<file path="config.mk">
export PLATFORM = sky130hd
export DESIGN_NAME = cls_engine
export DESIGN_NICKNAME = d
export VERILOG_FILES = /design/src/rtl/core/cls_pkg.sv /design/src/rtl/core/cls_engine.sv
export SDC_FILE = /design/constraint.sdc
export NUM_CORES = 2
export LEC_CHECK = 0
export BUFFER_PORTS_ARGS = -buffer_cell sky130_fd_sc_hd__buf_4
export CAP_MARGIN = 20
export CORE_AREA = 2 2 276 278
export DETAILED_ROUTE_END_ITERATION = 10
export DIE_AREA = 0 0 278 280
export GPL_ROUTABILITY_DRIVEN = 0
export HOLD_SLACK_MARGIN = 0.15
export PLACE_DENSITY_LB_ADDON = 0.2
export SETUP_SLACK_MARGIN = 0.05
export SYNTH_ARGS = -nofsm -noshare
export SYNTH_HDL_FRONTEND = slang
export SYNTH_SLANG_ARGS = --single-unit
</file>
<file path="constraint.sdc">
create_clock -name aclk -period 17.33 [get_ports aclk]
set_clock_uncertainty 0.05 [all_clocks]
set_input_delay 3.466 -clock aclk [delete_from_list [all_inputs] [get_ports aclk]]
set_output_delay 3.466 -clock aclk [all_outputs]
set_load 0.005 [all_outputs]
</file>
<file path="src/rtl/core/cls_pkg.sv">
// Shared types and constants for the CAN loopback self-test block.
package cls_pkg;

    // Configuration register indexes
    localparam logic [2:0] REG_SEND_PERIOD    = 3'd0;
    localparam logic [2:0] REG_REPLY_TIMEOUT  = 3'd1;
    localparam logic [2:0] REG_REPORT_PERIOD  = 3'd2;
    localparam logic [2:0] REG_STANDARD_ID    = 3'd3;
    localparam logic [2:0] REG_EXTENDED_ID    = 3'd4;

    // Reset values of the configuration registers
    localparam logic [15:0] SEND_PERIOD_RST   = 16'd1000;
    localparam logic [15:0] REPLY_TIMEOUT_RST = 16'd100;
    localparam logic [31:0] REPORT_PERIOD_RST = 32'd10000;
    localparam logic [10:0] STANDARD_ID_RST   = 11'h7E1;
    localparam logic [28:0] EXTENDED_ID_RST   = 29'h18DAF1E1;

    // Item and result kinds
    localparam logic MODE_TICK   = 1'b0;
    localparam logic MODE_FRAME  = 1'b1;
    localparam logic KIND_FRAME  = 1'b0;
    localparam logic KIND_REPORT = 1'b1;

    // Test frame tail bytes CA FE 55 AA and the required length
    localparam logic [31:0] TAIL_PATTERN = 32'hCAFE55AA;
    localparam logic [3:0]  FRAME_LEN    = 4'd8;

    // Result queue
    localparam int FIFO_DEPTH = 4;
    localparam int PTR_W      = $clog2(FIFO_DEPTH);
    localparam int CNT_W      = $clog2(FIFO_DEPTH + 1);

    // Port widths: fields packed from bit 0, padded to whole bytes
    localparam int S_TDATA_W = 104;
    localparam int M_TDATA_W = 288;

    typedef struct packed {
        logic        mode;
        logic        tx_accept;
        logic [28:0] rx_id;
        logic        rx_ext;
        logic        rx_rtr;
        logic [3:0]  rx_len;
        logic [63:0] rx_data;
    } in_item_t;

    typedef struct packed {
        logic        kind;
        logic        last;
        logic [28:0] tx_id;
        logic        tx_ext;
        logic [63:0] tx_data;
        logic        pass;
        logic [31:0] period_sent;
        logic [31:0] period_ok;
        logic [31:0] period_lost;
        logic [31:0] period_bad;
        logic [31:0] total_ok;
        logic [31:0] total_fail;
    } res_t;

    typedef struct packed {
        logic        valid;
        logic [2:0]  index;
        logic [31:0] data;
    } cfg_wr_t;

endpackage

</file>
<file path="src/rtl/core/cls_engine.sv">
// Test state, configuration registers and per-item update logic.
module cls_engine
    import cls_pkg::*;
(
    input  logic     aclk,
    input  logic     aresetn,
    input  cfg_wr_t  cfg_wr,
    input  logic     fire,
    input  in_item_t item,
    output logic [1:0] push_n,
    output res_t     res0,
    output res_t     res1
);

    logic [15:0] send_period_reg, send_period_next;
    logic [15:0] reply_timeout_reg, reply_timeout_next;
    logic [31:0] report_period_reg, report_period_next;
    logic [10:0] standard_id_reg, standard_id_next;
    logic [28:0] extended_id_reg, extended_id_next;

    logic [31:0] tick_now_reg, tick_now_next;
    logic [31:0] next_send_reg, next_send_next;
    logic [31:0] next_report_reg, next_report_next;
    logic [31:0] sent_time_reg, sent_time_next;
    logic        awaiting_reg, awaiting_next;
    logic [31:0] sequence_reg, sequence_next;
    logic [31:0] count_sent_reg, count_sent_next;
    logic [31:0] count_ok_reg, count_ok_next;
    logic [31:0] count_lost_reg, count_lost_next;
    logic [31:0] count_bad_reg, count_bad_next;
    logic [31:0] sum_ok_reg, sum_ok_next;
    logic [31:0] sum_fail_reg, sum_fail_next;

    always_comb begin
        logic [31:0] t1;
        logic [31:0] elapsed;
        logic [31:0] send_diff;
        logic [31:0] rep_diff;
        logic        timed_out;
        logic        still_out;
        logic        send_now;
        logic        refused;
        logic        rpt_now;
        logic [31:0] seq1;
        logic [31:0] sent_c;
        logic [31:0] lost_c;
        logic [31:0] fail_c;
        logic [28:0] cur_id;
        logic        match;
        logic        rearm;

        send_period_next   = send_period_reg;
        reply_timeout_next = reply_timeout_reg;
        report_period_next = report_period_reg;
        standard_id_next   = standard_id_reg;
        extended_id_next   = extended_id_reg;
        tick_now_next      = tick_now_reg;
        next_send_next     = next_send_reg;
        next_report_next   = next_report_reg;
        sent_time_next     = sent_time_reg;
        awaiting_next      = awaiting_reg;
        sequence_next      = sequence_reg;
        count_sent_next    = count_sent_reg;
        count_ok_next      = count_ok_reg;
        count_lost_next    = count_lost_reg;
        count_bad_next     = count_bad_reg;
        sum_ok_next        = sum_ok_reg;
        sum_fail_next      = sum_fail_reg;
        push_n             = 2'd0;
        res0               = '0;
        res1               = '0;
        rearm              = 1'b0;

        // Decode register writes
        if (cfg_wr.valid) begin
            unique case (cfg_wr.index)
                REG_SEND_PERIOD: begin
                    send_period_next = cfg_wr.data[15:0];
                    rearm            = 1'b1;
                end
                REG_REPLY_TIMEOUT: reply_timeout_next = cfg_wr.data[15:0];
                REG_REPORT_PERIOD: begin
                    report_period_next = cfg_wr.data;
                    rearm              = 1'b1;
                end
                REG_STANDARD_ID: standard_id_next = cfg_wr.data[10:0];
                REG_EXTENDED_ID: extended_id_next = cfg_wr.data[28:0];
                default: ;
            endcase
        end
        // Re-arm both schedules from the current tick
        if (rearm) begin
            next_send_next   = tick_now_reg + {16'd0, send_period_next};
            next_report_next = tick_now_reg + report_period_next
                               + {17'd0, send_period_next[15:1]};
        end

        // Check a returned frame against the outstanding one
        cur_id = sequence_reg[0] ? extended_id_reg : {18'd0, standard_id_reg};
        match  = (item.rx_id == cur_id) && (item.rx_ext == sequence_reg[0])
                 && !item.rx_rtr && (item.rx_len == FRAME_LEN)
                 && (item.rx_data == {sequence_reg, TAIL_PATTERN});

        // Tick path: timeout, send, report
        t1        = tick_now_reg + 32'd1;
        elapsed   = t1 - sent_time_reg;
        timed_out = awaiting_reg && (elapsed >= {16'd0, reply_timeout_reg});
        still_out = awaiting_reg && !timed_out;
        send_diff = t1 - next_send_reg;
        send_now  = !still_out && !send_diff[31];
        refused   = send_now && !item.tx_accept;
        seq1      = sequence_reg + 32'd1;
        sent_c    = count_sent_reg + {31'd0, send_now};
        lost_c    = count_lost_reg + {31'd0, timed_out} + {31'd0, refused};
        fail_c    = sum_fail_reg + {31'd0, timed_out} + {31'd0, refused};
        rep_diff  = t1 - next_report_reg;
        rpt_now   = !rep_diff[31];

        if (fire) begin
            if (item.mode == MODE_FRAME) begin
                if (!awaiting_reg) begin
                    count_bad_next = count_bad_reg + 32'd1;
                end else if (match) begin
                    count_ok_next = count_ok_reg + 32'd1;
                    sum_ok_next   = sum_ok_reg + 32'd1;
                end else begin
                    count_bad_next = count_bad_reg + 32'd1;
                    sum_fail_next  = sum_fail_reg + 32'd1;
                end
                awaiting_next = 1'b0;
            end else begin
                tick_now_next   = t1;
                awaiting_next   = still_out;
                count_lost_next = lost_c;
                sum_fail_next   = fail_c;
                count_sent_next = sent_c;
                if (send_now) begin
                    next_send_next = next_send_reg + {16'd0, send_period_reg};
                    sequence_next  = seq1;
                    if (item.tx_accept) begin
                        awaiting_next  = 1'b1;
                        sent_time_next = t1;
                    end
                end

                // Build the frame result, then the report behind it
                if (send_now && item.tx_accept) begin
                    res0.kind    = KIND_FRAME;
                    res0.last    = !rpt_now;
                    res0.tx_id   = seq1[0] ? extended_id_reg : {18'd0, standard_id_reg};
                    res0.tx_ext  = seq1[0];
                    res0.tx_data = {seq1, TAIL_PATTERN};
                end
                if (rpt_now) begin
                    next_report_next = next_report_reg + report_period_reg;
                    res1.kind        = KIND_REPORT;
                    res1.last        = 1'b1;
                    res1.pass        = (count_ok_reg == sent_c) && (sent_c != 32'd0)
                                       && (count_bad_reg == 32'd0);
                    res1.period_sent = sent_c;
                    res1.period_ok   = count_ok_reg;
                    res1.period_lost = lost_c;
                    res1.period_bad  = count_bad_reg;
                    res1.total_ok    = sum_ok_reg;
                    res1.total_fail  = fail_c;
                    count_sent_next  = '0;
                    count_ok_next    = '0;
                    count_lost_next  = '0;
                    count_bad_next   = '0;
                end
                if (send_now && item.tx_accept) begin
                    push_n = rpt_now ? 2'd2 : 2'd1;
                end else if (rpt_now) begin
                    res0   = res1;
                    push_n = 2'd1;
                end
            end
        end
    end

    always_ff @(posedge aclk) begin
        if (!aresetn) begin
            send_period_reg   <= SEND_PERIOD_RST;
            reply_timeout_reg <= REPLY_TIMEOUT_RST;
            report_period_reg <= REPORT_PERIOD_RST;
            standard_id_reg   <= STANDARD_ID_RST;
            extended_id_reg   <= EXTENDED_ID_RST;
            tick_now_reg      <= '0;
            next_send_reg     <= {16'd0, SEND_PERIOD_RST};
            next_report_reg   <= REPORT_PERIOD_RST + {17'd0, SEND_PERIOD_RST[15:1]};
            sent_time_reg     <= '0;
            awaiting_reg      <= 1'b0;
            sequence_reg      <= '0;
            count_sent_reg    <= '0;
            count_ok_reg      <= '0;
            count_lost_reg    <= '0;
            count_bad_reg     <= '0;
            sum_ok_reg        <= '0;
            sum_fail_reg      <= '0;
        end else begin
            send_period_reg   <= send_period_next;
            reply_timeout_reg <= reply_timeout_next;
            report_period_reg <= report_period_next;
            standard_id_reg   <= standard_id_next;
            extended_id_reg   <= extended_id_next;
            tick_now_reg      <= tick_now_next;
            next_send_reg     <= next_send_next;
            next_report_reg   <= next_report_next;
            sent_time_reg     <= sent_time_next;
            awaiting_reg      <= awaiting_next;
            sequence_reg      <= sequence_next;
            count_sent_reg    <= count_sent_next;
            count_ok_reg      <= count_ok_next;
            count_lost_reg    <= count_lost_next;
            count_bad_reg     <= count_bad_next;
            sum_ok_reg        <= sum_ok_next;
            sum_fail_reg      <= sum_fail_next;
        end
    end

endmodule

</file>
==> results.ini <==
[synth]
yosys.area.top_type_share_pct=25.5
synthTopCellsByCount=nor2_1 (618), dfxtp_1 (457), nand2_1 (449), a21oi_1 (271), xnor2_1 (246)
syn-instance-count=4729
synth_area_leaders=dfxtp_1 (26%), ha_1 (8.0%), nor2_1 (6.5%), xnor2_1 (6.0%), xor2_1 (5.0%)
synthArstFlopShare_pct=0
synth_area_mm2=0.0358
ys.flop_type=dfxtp_1
synth-seq-cells=457
syn_avg_cell_area_um2=7.58
yosysSeqAreaShare_pct=25.5
ys_warn_count=0
synth_cell_types=94
synth_edf_count=0
synth.most_common_cell=nor2_1
yosys.area.top_type=dfxtp_1

[worst_setup_path]
crit_cells=34
cp-end-kind=output pin
critical_path_class=flop to output pin
cp_top_family=simple AND/OR/NAND/NOR gates
worst-r2r-cell-count=36
worst_setup_path_start_kind=flop
slowest_stage=o31a_2
timing.critical_path.buf_inv=1
path_common_cell=and3_1
cp.arrival_ns=10.07
r2r_setup_slack_ns=7.99
endpoint=res0[192]
crit_start=tick_now_reg[0]
r2r-end=count_lost_reg[30]
r2r-start=tick_now_reg[0]
cp.required_ns=13.81
cp_max_fo=10
cpPeakStageDelay_ns=0.50

[die]
core_mm2=0.0752
ioPinCount=720
die-area_mm2=0.0778
dieHeight_um=280
start_util_pct=47.7
fp.dieW_um=278
num_rows=101

[clock_network]
numCtsBuffers=53
cts-root-buf=clkbuf_16
cts_sinks=457
hold_buffers=0
clockBufferDepth=3
cts-resized-gates=0
clk_pin_slew_ns=0.06
post-cts-setup-buffers=0
htree_levels=2
clk_latency_ns=0.62
tritoncts=done

[timing]
period_share_pct=78.4
max_slew_margin_pct=27.3
rsz0062_at_grt=no
setup_ws_ns=3.75
timing.setup.tns_ns=0
setup_viol=0
hold_violations=0
drv_slew=0
fmax_mhz=73.6
layout_min_cycle_time_ns=13.58
tightest_slew_ns=1.09

[placement]
place_area_mm2=0.0403
numPortBuffers=612
dp_slack_ns=4.49
hpwl_mm=93.1
placedCellCount=6071

[status]
outcome=finished, final reports clean

[cells_and_area]
layout-drive-gt1-share_pct=17.1
register_area_mm2=0.00915
multi_input_area_mm2=0.0244
design_area_mm2=0.0422
area_delta_synth_final_pct=17.8
fin_nets=5543
fillers=7256
fin_cells=6174

[power]
p_leak_nw=18.5
clkPwrFrac_pct=47.6
p_int_mw=1.88
power.switching_mw=0.638
combPwrFrac_pct=9.9
total_power_mw=2.52
swShare_pct=25.3
cellPowerDensity_mw_per_mm2=59.7
seq_power_share_pct=42.5
ir_worst_vdd_mv=0.0705

[worst_hold_path]
worstHoldStart=reply_timeout_reg[3]
hold_path_class=flop to flop

[drt]
wire_per_inst_um=20.1
vias=35200
drtIter0Drc=2769
wirelength_mm=124
drc=0
via_per_inst=5.70
drt_pass1_iterations=6
ant_nets=0

[global_routing]
grt_pass1_wl_mm=188
grt_max_degree=100
grtUsageTotal_pct=30.3
antenna_found_initial=2
grt_pass1_vias=32600
overflow=0

[job]
drv_cap=0

[final cells by class]
type                       instances  share of cell area (%)
timing repair buffer             650                    11.6
clock buffer                      82                    3.97
clock inverter                    17                   0.474
sequential                       457                    21.7
antenna                            1                 0.00593
tap                              978                    2.90
inverter                         187                    1.69
multi-input combinational       3802                    57.7
[layer usage]
metal | vias up | part of all wire, % | wire length [um] | GRT usage [%]
met3 | 260 | 7.0 | 8660 | 4.93
li1 | 17000 | - | - | -
met1 | 16500 | 42 | 51800 | 37.7
met4 | 2 | 4.5 | 5650 | 13.3
met5 | - | 0.0072 | 9 | 0
met2 | 1416 | 47 | 58100 | 51.6
[worst min path at each step]
stage                                 end  depth (start not counted)
floorplan               count_sent_reg[0]                          2
global placement     reply_timeout_reg[1]                          2
detailed placement   reply_timeout_reg[3]                          2
CTS                  reply_timeout_reg[3]                          2
global route        reply_timeout_reg[13]                          2
finish               reply_timeout_reg[3]                          2
[cell families (layout without fill, tap and decap cells)]
kind of cell | Yosys count | in the layout | share of synthesized area, %
and+or+nand+nor | 2080 | 2080 | 28.5
adders and majority gates | 252 | 252 | 9.26
xor gates and xnor gates | 450 | 450 | 11.0
buffers and inverters | 576 | 936 | 7.76
other | 1 | 108 | 0.0105
AOI/OAI and AO/OA | 810 | 810 | 14.9
muxes | 103 | 103 | 3.04
DFF | 457 | 457 | 25.5
[cells in the final DEF (no fill, tap or decap), types with 24 or more instances in the layout]
master and count:
nand3_1 189, or3_1 47, and3_1 189, ha_1 230, o211ai_1 41, a21o_1 62
and2_1 54, mux2_2 46, nand4_1 84, a211oi_2 29, a211oi_1 56, clkbuf_16 55
nand2b_1 50, a21oi_1 271, nor3_1 135, and4_1 27, nor2b_1 111, mux2i_1 57
nand2_1 446, inv_1 183, o21a_1 24, xnor2_1 246, buf_4 647, nor4_1 35
dfxtp_1 456, o21ai_0 151, xor2_1 204, conb_1 107, nor2_1 617
[power by group through the flow]
| stage | combinational, mW | clock [mW] | sequential, mW |
|---|---|---|---|
| 2_1_floorplan | 0.178 | 0 | 1.09 |
| 6_report | 0.250 | 1.20 | 1.07 |
| 3_5_place_dp | 0.245 | 0 | 1.09 |
| 5_1_grt | 0.272 | 1.26 | 1.07 |
| 4_1_cts | 0.247 | 1.22 | 1.07 |
| 3_3_place_gp | 0.243 | 0 | 1.09 |
[worst register-to-register path, delay by kind of cell, from the launching register on]
family          cells  cell delay, ns
buf+inv             2            0.19
compound gates      5            1.20
xor+xnor            2            0.52
simple gates       23            5.37
fa+ha+maj           4            1.37
flops               1            0.49
[through the flow]
| stage | utilization (%) | hold slack [ns] |
|---|---|---|
| 2_1_floorplan | - | 0.386 |
| 3_3_place_gp | 53.6 | 0.393 |
| 3_5_place_dp | 53.6 | 0.397 |
| 4_1_cts | 56.1 | 0.405 |
| 5_1_grt | 56.1 | 0.425 |
| 6_report | 56.1 | 0.405 |
Power figures use the tool's default switching activity.
